[src/rtl/core/fcfe_pkg.sv]
`timescale 1ns / 1ps
// ----------------------------------------------------------------------------
// fcfe_pkg
// Shared types and constants of the flash command front end.
// ----------------------------------------------------------------------------
package fcfe_pkg;

	localparam int LBA_W      = 64;
	localparam int LEN_W      = 32;
	localparam int PSZ_W      = 21;
	localparam int DIE_W      = 8;
	localparam int BLK_W      = 16;
	localparam int PG_W       = 16;
	localparam int STATUS_W   = 3;
	localparam int CFG_IDX_W  = 2;
	localparam int CFG_DATA_W = 21;

	localparam int LOGICAL_BLOCK_BYTES = 4096;
	localparam int LBLK_SHIFT          = $clog2(LOGICAL_BLOCK_BYTES);
	localparam int PPG_W               = PSZ_W - LBLK_SHIFT;

	localparam int QUO_W     = LBA_W;
	localparam int REM_W     = 32;
	localparam int DIV_STEPS = QUO_W;
	localparam int DIV_CNT_W = $clog2(DIV_STEPS);

	typedef enum logic [1:0] {
		OP_READ  = 2'd0,
		OP_WRITE = 2'd1,
		OP_OTHER = 2'd2,
		OP_CMPL  = 2'd3
	} opcode_t;

	typedef enum logic [STATUS_W-1:0] {
		ST_OK          = 3'd0,
		ST_BAD_OPCODE  = 3'd1,
		ST_BAD_FIELD   = 3'd2,
		ST_CAPACITY    = 3'd3,
		ST_INTERNAL    = 3'd4,
		ST_WRITE_FAULT = 3'd5
	} status_t;

	typedef enum logic [CFG_IDX_W-1:0] {
		REG_PAGE_SIZE  = 2'd0,
		REG_DIE_COUNT  = 2'd1,
		REG_BLOCKS_DIE = 2'd2,
		REG_PAGES_BLK  = 2'd3
	} cfg_reg_t;

	typedef struct packed {
		status_t             status;
		logic                issue_nand;
		logic                nand_program;
		logic [DIE_W-1:0]    die_index;
		logic [BLK_W-1:0]    block_index;
		logic [PG_W-1:0]     page_in_block;
		logic [LEN_W-1:0]    transfer_bytes;
		logic                command_done;
	} result_t;

	typedef struct packed {
		logic start;
	} div_ctl_t;

	typedef struct packed {
		logic busy;
		logic done;
	} div_sts_t;

endpackage

[src/rtl/core/fcfe_if.sv]
`timescale 1ns / 1ps
// ----------------------------------------------------------------------------
// fcfe_if
// Request, response and register write channels of the flash command front end.
// ----------------------------------------------------------------------------
interface fcfe_cmd_if;
	logic                        valid;
	logic                        ready;
	logic [1:0]                  opcode;
	logic [fcfe_pkg::LBA_W-1:0]  lba;
	logic                        data_present;
	logic [fcfe_pkg::LEN_W-1:0]  data_length;
	logic                        nand_response_ok;
	logic                        nand_status_ok;

	modport source (output valid, opcode, lba, data_present, data_length,
		nand_response_ok, nand_status_ok, input ready);
	modport sink (input valid, opcode, lba, data_present, data_length,
		nand_response_ok, nand_status_ok, output ready);
endinterface

interface fcfe_rsp_if;
	logic                           valid;
	logic                           ready;
	logic [fcfe_pkg::STATUS_W-1:0]  status;
	logic                           issue_nand;
	logic                           nand_program;
	logic [fcfe_pkg::DIE_W-1:0]     die_index;
	logic [fcfe_pkg::BLK_W-1:0]     block_index;
	logic [fcfe_pkg::PG_W-1:0]      page_in_block;
	logic [fcfe_pkg::LEN_W-1:0]     transfer_bytes;
	logic                           command_done;

	modport source (output valid, status, issue_nand, nand_program, die_index,
		block_index, page_in_block, transfer_bytes, command_done, input ready);
	modport sink (input valid, status, issue_nand, nand_program, die_index,
		block_index, page_in_block, transfer_bytes, command_done, output ready);
endinterface

interface fcfe_cfg_if;
	logic                             valid;
	logic                             ready;
	logic [fcfe_pkg::CFG_IDX_W-1:0]   index;
	logic [fcfe_pkg::CFG_DATA_W-1:0]  data;

	modport source (output valid, index, data, input ready);
	modport sink (input valid, index, data, output ready);
endinterface

[src/rtl/core/fcfe_div.sv]
`timescale 1ns / 1ps
// ----------------------------------------------------------------------------
// fcfe_div
// Shared restoring divider, one quotient bit per cycle, 64-bit dividend by a
// nonzero 32-bit divisor.
// ----------------------------------------------------------------------------
module fcfe_div (
	input  logic                        clk,
	input  logic                        arst_n,
	input  fcfe_pkg::div_ctl_t          ctl,
	input  logic [fcfe_pkg::QUO_W-1:0]  dividend,
	input  logic [fcfe_pkg::REM_W-1:0]  divisor,
	output fcfe_pkg::div_sts_t          sts,
	output logic [fcfe_pkg::QUO_W-1:0]  quotient,
	output logic [fcfe_pkg::REM_W-1:0]  remainder
);
	import fcfe_pkg::*;

	logic [DIV_CNT_W-1:0] cnt_q;
	logic                 busy_q;
	logic                 done_q;
	logic [QUO_W-1:0]     quo_q;
	logic [REM_W-1:0]     rem_q;
	logic [REM_W-1:0]     dvs_q;
	logic [REM_W:0]       trial;
	logic [REM_W:0]       diff;
	logic                 fits;

	assign trial = {rem_q, quo_q[QUO_W-1]};
	assign fits  = trial >= {1'b0, dvs_q};
	assign diff  = trial - {1'b0, dvs_q};

	always_ff @(posedge clk or negedge arst_n) begin
		if (!arst_n) begin
			cnt_q  <= '0;
			busy_q <= 1'b0;
			done_q <= 1'b0;
		end else begin
			done_q <= 1'b0;
			if (ctl.start) begin
				cnt_q  <= '0;
				busy_q <= 1'b1;
			end else if (busy_q) begin
				cnt_q <= cnt_q + 1'b1;
				if (cnt_q == DIV_CNT_W'(DIV_STEPS - 1)) begin
					busy_q <= 1'b0;
					done_q <= 1'b1;
				end
			end
		end
	end

	always_ff @(posedge clk) begin
		if (ctl.start) begin
			quo_q <= dividend;
			rem_q <= '0;
			dvs_q <= divisor;
		end else if (busy_q) begin
			quo_q <= {quo_q[QUO_W-2:0], fits};
			rem_q <= fits ? diff[REM_W-1:0] : trial[REM_W-1:0];
		end
	end

	assign sts.busy  = busy_q;
	assign sts.done  = done_q;
	assign quotient  = quo_q;
	assign remainder = rem_q;

endmodule

[src/rtl/core/flash_command_front_end_unit.sv]
`timescale 1ns / 1ps
// ----------------------------------------------------------------------------
// flash_command_front_end_unit
// Checks host read and write requests, maps the logical block address to a
// flash die, erase block and page, and turns NAND completions into status.
//
//   port  dir   handshake     carries
//   cmd   in    valid/ready   opcode, lba, data fields, completion flags
//   rsp   out   valid/ready   status, NAND target, transfer length, done
//   cfg   in    valid/ready   register index and write data, always ready
//
// a mapped read or write makes three passes through the shared 64-step divider
// (page, die, block), preceded by a multiply and followed by the finish state
// bad opcode, bad field and completions skip the divider, a die overrun the block pass
// cmd is ready only while the sequencer is idle, one request at a time
// a finished response waits in the output register; the next request is
// accepted meanwhile and only its last step waits for rsp to drain
// arst_n clears the sequencer, pending state and output valid, and config registers to their defaults
// ----------------------------------------------------------------------------
module flash_command_front_end_unit (
	input  logic        clk,
	input  logic        arst_n,
	fcfe_cmd_if.sink    cmd,
	fcfe_rsp_if.source  rsp,
	fcfe_cfg_if.sink    cfg
);
	import fcfe_pkg::*;

	typedef enum logic [2:0] {
		S_IDLE,
		S_MUL,
		S_DIV_PAGE,
		S_DIV_DIE,
		S_DIV_BLK,
		S_FIN
	} state_t;

	state_t            state_q;
	logic [PSZ_W-1:0]  page_size_q;
	logic [DIE_W-1:0]  die_count_q;
	logic [BLK_W-1:0]  blocks_die_q;
	logic [PG_W-1:0]   pages_blk_q;

	logic              pend_q;
	logic              pend_wr_q;
	logic              cmpl_q;
	logic              wr_q;
	logic [LBA_W-1:0]  lba_q;
	logic [LEN_W-1:0]  len_q;
	logic [REM_W-1:0]  per_die_q;
	result_t           res_q;
	result_t           out_q;
	logic              out_valid_q;

	div_ctl_t          div_ctl_q;
	div_sts_t          div_sts;
	logic [QUO_W-1:0]  div_dividend_q;
	logic [REM_W-1:0]  div_divisor_q;
	logic [QUO_W-1:0]  div_quo;
	logic [REM_W-1:0]  div_rem;

	logic [PPG_W-1:0]  per_page;
	logic [BLK_W-1:0]  bpd_eff;
	logic [PG_W-1:0]   ppb_eff;
	logic              cmd_acc;
	logic              out_free;
	logic              cap_hit;
	logic              div_start;
	status_t           cmpl_status;
	result_t           res_base;

	// register writes
	always_ff @(posedge clk or negedge arst_n) begin
		if (!arst_n) begin
			page_size_q  <= PSZ_W'(LOGICAL_BLOCK_BYTES);
			die_count_q  <= DIE_W'(1);
			blocks_die_q <= BLK_W'(1);
			pages_blk_q  <= PG_W'(1);
		end else if (cfg.valid) begin
			case (cfg_reg_t'(cfg.index))
				REG_PAGE_SIZE:  page_size_q  <= cfg.data[PSZ_W-1:0];
				REG_DIE_COUNT:  die_count_q  <= cfg.data[DIE_W-1:0];
				REG_BLOCKS_DIE: blocks_die_q <= cfg.data[BLK_W-1:0];
				REG_PAGES_BLK:  pages_blk_q  <= cfg.data[PG_W-1:0];
				default: ;
			endcase
		end
	end

	assign cfg.ready = 1'b1;

	// effective divisors, zero counts as one
	always_comb begin
		per_page = page_size_q[PSZ_W-1:LBLK_SHIFT];
		if (per_page == '0) per_page = PPG_W'(1);
		bpd_eff = (blocks_die_q == '0) ? BLK_W'(1) : blocks_die_q;
		ppb_eff = (pages_blk_q == '0) ? PG_W'(1) : pages_blk_q;
	end

	always_comb begin
		if (!pend_q) begin
			cmpl_status = ST_INTERNAL;
		end else if (pend_wr_q) begin
			cmpl_status = !cmd.nand_status_ok ? ST_WRITE_FAULT :
				(!cmd.nand_response_ok ? ST_INTERNAL : ST_OK);
		end else begin
			cmpl_status = (!cmd.nand_status_ok || !cmd.nand_response_ok) ?
				ST_INTERNAL : ST_OK;
		end
	end

	// early status (completion, bad opcode or bad field), replaced later on the mapping path
	always_comb begin
		res_base              = '0;
		res_base.command_done = 1'b1;
		case (opcode_t'(cmd.opcode))
			OP_CMPL:  res_base.status = cmpl_status;
			OP_OTHER: res_base.status = ST_BAD_OPCODE;
			default:  res_base.status = ST_BAD_FIELD;
		endcase
	end

	assign cmd_acc  = cmd.valid && cmd.ready;
	assign out_free = !out_valid_q || rsp.ready;
	assign cap_hit  = div_quo >= QUO_W'(die_count_q);
	assign div_start = (state_q == S_MUL) ||
		(div_sts.done && (state_q == S_DIV_PAGE || (state_q == S_DIV_DIE && !cap_hit)));

	always_ff @(posedge clk or negedge arst_n) begin
		if (!arst_n) begin
			state_q     <= S_IDLE;
			pend_q      <= 1'b0;
			pend_wr_q   <= 1'b0;
			cmpl_q      <= 1'b0;
			out_valid_q <= 1'b0;
			div_ctl_q   <= '0;
		end else begin
			div_ctl_q.start <= div_start;
			if (state_q == S_FIN && out_free) out_valid_q <= 1'b1;
			else if (rsp.valid && rsp.ready) out_valid_q <= 1'b0;
			case (state_q)
				S_IDLE: begin
					if (cmd_acc) begin
						lba_q  <= cmd.lba;
						len_q  <= cmd.data_length;
						wr_q   <= (opcode_t'(cmd.opcode) == OP_WRITE);
						cmpl_q <= (opcode_t'(cmd.opcode) == OP_CMPL);
						res_q  <= res_base;
						case (opcode_t'(cmd.opcode))
							OP_CMPL:  state_q <= S_FIN;
							OP_OTHER: state_q <= S_FIN;
							default: begin
								if (!cmd.data_present || cmd.data_length == '0) begin
									state_q <= S_FIN;
								end else begin
									state_q <= S_MUL;
								end
							end
						endcase
					end
				end
				S_MUL: begin
					per_die_q       <= REM_W'(bpd_eff) * REM_W'(ppb_eff);
					div_dividend_q  <= lba_q;
					div_divisor_q   <= REM_W'(per_page);
					state_q         <= S_DIV_PAGE;
				end
				S_DIV_PAGE: begin
					if (div_sts.done) begin
						div_dividend_q  <= div_quo;
						div_divisor_q   <= per_die_q;
						state_q         <= S_DIV_DIE;
					end
				end
				S_DIV_DIE: begin
					if (div_sts.done) begin
						if (cap_hit) begin
							res_q.status <= ST_CAPACITY;
							state_q      <= S_FIN;
						end else begin
							res_q.die_index <= div_quo[DIE_W-1:0];
							div_dividend_q  <= QUO_W'(div_rem);
							div_divisor_q   <= REM_W'(ppb_eff);
							state_q         <= S_DIV_BLK;
						end
					end
				end
				S_DIV_BLK: begin
					if (div_sts.done) begin
						res_q.status         <= ST_OK;
						res_q.issue_nand     <= 1'b1;
						res_q.nand_program   <= wr_q;
						res_q.block_index    <= div_quo[BLK_W-1:0];
						res_q.page_in_block  <= div_rem[PG_W-1:0];
						res_q.transfer_bytes <= len_q;
						res_q.command_done   <= 1'b0;
						state_q              <= S_FIN;
					end
				end
				S_FIN: begin
					if (out_free) begin
						out_q <= res_q;
						if (cmpl_q) begin
							pend_q    <= 1'b0;
							pend_wr_q <= 1'b0;
						end else if (res_q.issue_nand) begin
							pend_q    <= 1'b1;
							pend_wr_q <= res_q.nand_program;
						end
						state_q <= S_IDLE;
					end
				end
				default: state_q <= S_IDLE;
			endcase
		end
	end

	fcfe_div u_div (
		.clk       (clk),
		.arst_n    (arst_n),
		.ctl       (div_ctl_q),
		.dividend  (div_dividend_q),
		.divisor   (div_divisor_q),
		.sts       (div_sts),
		.quotient  (div_quo),
		.remainder (div_rem)
	);

	assign cmd.ready         = (state_q == S_IDLE);
	assign rsp.valid         = out_valid_q;
	assign rsp.status        = out_q.status;
	assign rsp.issue_nand    = out_q.issue_nand;
	assign rsp.nand_program  = out_q.nand_program;
	assign rsp.die_index     = out_q.die_index;
	assign rsp.block_index   = out_q.block_index;
	assign rsp.page_in_block = out_q.page_in_block;
	assign rsp.transfer_bytes = out_q.transfer_bytes;
	assign rsp.command_done  = out_q.command_done;

	// divider only runs while the sequencer waits on it
	a_div_owned: assert property (@(posedge clk) disable iff (!arst_n)
		(div_sts.busy || div_sts.done) |->
		(state_q == S_DIV_PAGE || state_q == S_DIV_DIE || state_q == S_DIV_BLK))
		else $error("divider active outside a divide state");

	// an issued command shown on rsp is recorded as pending
	a_issue_pending: assert property (@(posedge clk) disable iff (!arst_n)
		(rsp.valid && rsp.issue_nand) |-> pend_q)
		else $error("issued command not pending");

	// an issued command is never final and always successful
	a_issue_status: assert property (@(posedge clk) disable iff (!arst_n)
		(rsp.valid && rsp.issue_nand) |->
		(rsp.status == ST_OK && !rsp.command_done))
		else $error("issued command with bad status");

	// a finished request holds while the output register is blocked
	a_fin_hold: assert property (@(posedge clk) disable iff (!arst_n)
		(state_q == S_FIN && out_valid_q && !rsp.ready) |=> (state_q == S_FIN))
		else $error("response overwritten while blocked");

endmodule
[src/flat_wrapper.sv]
// flat-port wrapper written by rule: the top's interface ports become plain ports
module flash_command_front_end_unit_flat import fcfe_pkg::*;
  (clk, arst_n, cmd_valid, cmd_opcode, cmd_lba, cmd_data_present, cmd_data_length, cmd_nand_response_ok, cmd_nand_status_ok, cmd_ready, rsp_valid, rsp_status, rsp_issue_nand, rsp_nand_program, rsp_die_index, rsp_block_index, rsp_page_in_block, rsp_transfer_bytes, rsp_command_done, rsp_ready, cfg_valid, cfg_index, cfg_data, cfg_ready);
  fcfe_cmd_if cmd_i ();
  fcfe_rsp_if rsp_i ();
  fcfe_cfg_if cfg_i ();
  input  logic clk;
  input  logic arst_n;
  input wire logic [$bits(cmd_i.valid)-1:0] cmd_valid;
  input wire logic [$bits(cmd_i.opcode)-1:0] cmd_opcode;
  input wire logic [$bits(cmd_i.lba)-1:0] cmd_lba;
  input wire logic [$bits(cmd_i.data_present)-1:0] cmd_data_present;
  input wire logic [$bits(cmd_i.data_length)-1:0] cmd_data_length;
  input wire logic [$bits(cmd_i.nand_response_ok)-1:0] cmd_nand_response_ok;
  input wire logic [$bits(cmd_i.nand_status_ok)-1:0] cmd_nand_status_ok;
  output wire logic [$bits(cmd_i.ready)-1:0] cmd_ready;
  output wire logic [$bits(rsp_i.valid)-1:0] rsp_valid;
  output wire logic [$bits(rsp_i.status)-1:0] rsp_status;
  output wire logic [$bits(rsp_i.issue_nand)-1:0] rsp_issue_nand;
  output wire logic [$bits(rsp_i.nand_program)-1:0] rsp_nand_program;
  output wire logic [$bits(rsp_i.die_index)-1:0] rsp_die_index;
  output wire logic [$bits(rsp_i.block_index)-1:0] rsp_block_index;
  output wire logic [$bits(rsp_i.page_in_block)-1:0] rsp_page_in_block;
  output wire logic [$bits(rsp_i.transfer_bytes)-1:0] rsp_transfer_bytes;
  output wire logic [$bits(rsp_i.command_done)-1:0] rsp_command_done;
  input wire logic [$bits(rsp_i.ready)-1:0] rsp_ready;
  input wire logic [$bits(cfg_i.valid)-1:0] cfg_valid;
  input wire logic [$bits(cfg_i.index)-1:0] cfg_index;
  input wire logic [$bits(cfg_i.data)-1:0] cfg_data;
  output wire logic [$bits(cfg_i.ready)-1:0] cfg_ready;
  assign cmd_i.valid = cmd_valid;
  assign cmd_i.opcode = cmd_opcode;
  assign cmd_i.lba = cmd_lba;
  assign cmd_i.data_present = cmd_data_present;
  assign cmd_i.data_length = cmd_data_length;
  assign cmd_i.nand_response_ok = cmd_nand_response_ok;
  assign cmd_i.nand_status_ok = cmd_nand_status_ok;
  assign cmd_ready = cmd_i.ready;
  assign rsp_valid = rsp_i.valid;
  assign rsp_status = rsp_i.status;
  assign rsp_issue_nand = rsp_i.issue_nand;
  assign rsp_nand_program = rsp_i.nand_program;
  assign rsp_die_index = rsp_i.die_index;
  assign rsp_block_index = rsp_i.block_index;
  assign rsp_page_in_block = rsp_i.page_in_block;
  assign rsp_transfer_bytes = rsp_i.transfer_bytes;
  assign rsp_command_done = rsp_i.command_done;
  assign rsp_i.ready = rsp_ready;
  assign cfg_i.valid = cfg_valid;
  assign cfg_i.index = cfg_index;
  assign cfg_i.data = cfg_data;
  assign cfg_ready = cfg_i.ready;
  flash_command_front_end_unit u_core (.clk(clk), .arst_n(arst_n), .cmd(cmd_i), .rsp(rsp_i), .cfg(cfg_i));
endmodule
[config.mk]
export PLATFORM = sky130hd
export DESIGN_NAME = flash_command_front_end_unit_flat
export DESIGN_NICKNAME = d
export VERILOG_FILES = /design/src/rtl/core/fcfe_pkg.sv /design/src/rtl/core/fcfe_if.sv /design/src/rtl/core/fcfe_div.sv /design/src/rtl/core/flash_command_front_end_unit.sv /design/src/flat_wrapper.sv
export SDC_FILE = /design/constraint.sdc
export NUM_CORES = 1
export LEC_CHECK = 0
export BUFFER_PORTS_ARGS = -buffer_cell sky130_fd_sc_hd__clkbuf_2
export CORE_AREA = 2 2 309 311
export CTS_CLUSTER_DIAMETER = 50
export DETAILED_ROUTE_END_ITERATION = 12
export DIE_AREA = 0 0 311 313
export HOLD_SLACK_MARGIN = 0.15
export PLACE_DENSITY = 0.6
export REMOVE_ABC_BUFFERS = 1
export SLEW_MARGIN = 20
export SYNTH_ARGS = -nofsm -noshare
export SYNTH_HDL_FRONTEND = slang
export SYNTH_SLANG_ARGS = --single-unit
[constraint.sdc]
create_clock -name clk -period 11.34 [get_ports clk]
set_input_delay 0.567 -clock clk [delete_from_list [all_inputs] [get_ports clk]]
set_output_delay 0.567 -clock clk [all_outputs]
set_load 0.005 [all_outputs]
==> results.cfg <==
[sta]
layout_setup_ws_ns = 4.12
finalSetupViolCount = 0
clock_skew_ns = 0.0338
setup_tns_ns = 0
report.final.slew_viol_count = 0
max_slew_margin = 0.269
post-route-period-util = 0.637
max_freq_ghz = 0.139
worstMarginPinSlew_ns = 1.09
finalHoldViolCount = 0
worst_hold_slack_ns = 0.178
post-route-min-period_ns = 7.22
rsz0062_at_grt = no

[global_route]
first_global_vias = 19600
track_usage = 0.153
grt-ovfl-total = 0
grt_max_degree = 83
antenna_found_initial = 1
grt_pass1_wl_um = 116000

[cts]
clkSinkCount = 574
tritoncts = built
path_clk_slew_ns = 0.05
htreeDepth = 3
clockRootBuffer = clkbuf_16
cts_buffers = 70
clk_latency_ns = 0.63
cts.path.max_buffers = 3

[worst_setup_path]
worstPathMaxFanout = 18
r2r_start = u_core.blocks_die_q[9]
critPathCaptureType = flip-flop
r2r.worst_path.cells = 23
crit_type = reg2reg
r2r_slack_ns = 4.12
path_buf_inv = 4
crit_end = u_core.per_die_q[29]
startpoint = u_core.blocks_die_q[9]
crit_path_start_kind = flip-flop
cp_data_arrival_time_ns = 7.58
critPathTopFamily = adder cells
crit_top_cell = fa_1
crit_chain = nor4_1, a41oi_1, buf_4, nand2b_1, fa_1, fa_1, inv_1, fa_1, fa_1, fa_1, inv_1, fa_1, inv_1, ha_1, nand4_1, nor2_1, o31ai_1, a31oi_1, a311oi_1, o21ai_0, a21oi_1, a21oi_1, xor2_1
crit_cells = 23
worst_path_max_delay_cell = dfrtp_1
cp.required_ns = 11.70
regToRegEndpoint = u_core.per_die_q[29]
worst_path_largest_cell_delay_ns = 0.60

[die]
fp.dieW_um = 311
die_h_um = 313
dieArea_um2 = 97300
num_rows = 113
design.core.area_um2 = 94200
start_util = 0.336
io_pins = 210

[placed_design]
place_ws_ns = 4.17
placed_cells = 3944
place_hpwl_um = 53100
gp_congestion = 0.859
numPortBuffers = 208

[detailed_routing]
drcViolationCount = 0
wl_per_cell_um = 17.9
firstDrtPassIters = 8
drt_wl_total_um = 74500
ant_nets = 0
via_per_inst = 4.77
vias = 19900
drt_iter0_markers = 1389

[finish]
fin_cells = 4168
multi_input_area_um2 = 13600
area_growth_pct = 18.0
fillers = 8998
layout.nets = 3315
layout.area.seq_um2 = 16600
layout-drive-gt1-share = 0.165

[logic_synthesis]
yosys.area.top_type_share = 0.452
yosys_most_used_dff = edfxtp_1
async_reset_ff_frac = 0.113
synthMostInstantiatedCell = edfxtp_1
ys_ff_latch = 574
yosysSeqAreaShare = 0.524
yosysWarnings = 0
yosys-top-cells-count = edfxtp_1 (477), nand2_1 (337), inv_1 (283), fa_1 (195), ha_1 (145)
synthCells = 2578
synth_cell_types = 72
yosysTopAreaCell = edfxtp_1
synth_enable_flop_cells = 477
synth_area_leaders = edfxtp_1 (45%), fa_1 (12%), ha_1 (5.7%), dfrtp_1 (4.8%), mux2_2 (4.1%)
syn_avg_cell_area_um2 = 12.3
syn-cell-area_um2 = 31700

[run]
drv_cap = 0

[run_status]
outcome = finished clean

[hold_path]
hp-class = in2reg
-- cells in the final DEF (no fill, tap or decap), types with 7 or more instances in the layout --
| cell type | instances |
|---|---|
| edfxtp_1 | 477 |
| nand2_1 | 337 |
| inv_1 | 282 |
| clkbuf_2 | 207 |
| fa_1 | 195 |
| ha_1 | 145 |
| mux2_2 | 115 |
| o21ai_0 | 110 |
| and2_1 | 99 |
| dlygate4sd3_1 | 95 |
| and3_1 | 88 |
| nor2_1 | 78 |
| clkbuf_16 | 73 |
| a21oi_1 | 62 |
| dfrtp_1 | 58 |
| mux2i_1 | 50 |
| xnor2_1 | 38 |
| dfxtp_1 | 32 |
| nor4_1 | 29 |
| a21o_1 | 26 |
| nor2b_1 | 25 |
| xor2_1 | 24 |
| a311oi_1 | 22 |
| buf_4 | 20 |
| nand4_1 | 18 |
| nor3_1 | 15 |
| nand2b_1 | 11 |
| clkinv_1 | 9 |
| clkbuf_1 | 9 |
| o21bai_1 | 8 |
| a211oi_1 | 7 |
| clkinv_2 | 7 |
| bufinv_16 | 7 |
-- worst min-delay path by stage --
stage	startpoint	endpoint	slack (ns)	depth (start not counted)
floorplan	arst_n	u_core.blocks_die_q[10]	0.27	0
global placement	u_core.res_q[24]	u_core.rsp.transfer_bytes[23]	0.40	0
detailed placement	u_core.res_q[64]	u_core.rsp.block_index[15]	0.40	0
CTS	cmd_lba[25]	u_core.lba_q[25]	0.15	1
global route	cmd_lba[24]	u_core.lba_q[24]	0.15	1
finish	cmd_lba[24]	u_core.lba_q[24]	0.18	1
-- per-layer routing --
metal	GRT usage	up-vias	part of all wire
li1	-	9430	-
met1	0.206	9836	0.45
met2	0.250	489	0.48
met3	0.0333	108	0.056
met4	0.0365	0	0.019
met5	0	-	0
-- flip-flops by register name, summed over array words and instances, names as in the netlist, 16 cells and up --
| register | flops |
|---|---|
| u_core.blocks_die_q | 16 |
| u_core.div_dividend_q | 64 |
| u_core.div_divisor_q | 32 |
| u_core.lba_q | 64 |
| u_core.len_q | 32 |
| u_core.pages_blk_q | 16 |
| u_core.per_die_q | 32 |
| u_core.res_q | 78 |
| u_core.rsp.block_index | 16 |
| u_core.rsp.page_in_block | 16 |
| u_core.rsp.transfer_bytes | 32 |
| u_core.u_div.dvs_q | 32 |
| u_core.u_div.quotient | 64 |
| u_core.u_div.remainder | 32 |
-- cell families after synthesis --
logic type      share of synthesized area
compound gates                     0.0602
xor+xnor                           0.0171
fa+ha+maj                           0.181
buf+inv                            0.0492
flops                               0.524
mux                                0.0572
other cells                      0.000118
simple gates                        0.111
-- per-stage QoR --
stage / area (um^2) / utilization
final: 37400 / 0.397
after global routing: 37400 / 0.397
after CTS: 37300 / 0.396
after detailed placement: 34000 / 0.361
after global placement: 34000 / 0.361
after floorplan: 31200 / -
-- repair_timing --
item                      4_1_cts  5_1_grt
setup buffers                   0        0
hold buffers                   90        5
hold endpoints to repair       98        5
gates resized for setup         0        0
-- area by class of cell --
class / instances / area share
flip-flops and latches: 574 / 0.444
repair buffers: 322 / 0.0572
inverters: 284 / 0.0285
clock buffers: 84 / 0.0505
well taps: 1265 / 0.0424
multi-input cells: 1594 / 0.363
clock inverters: 44 / 0.0140
diodes: 1 / 0.0000670
Power is not shown: default switching activity piles up to over one toggle a cycle in this logic, so the estimate is an artifact.
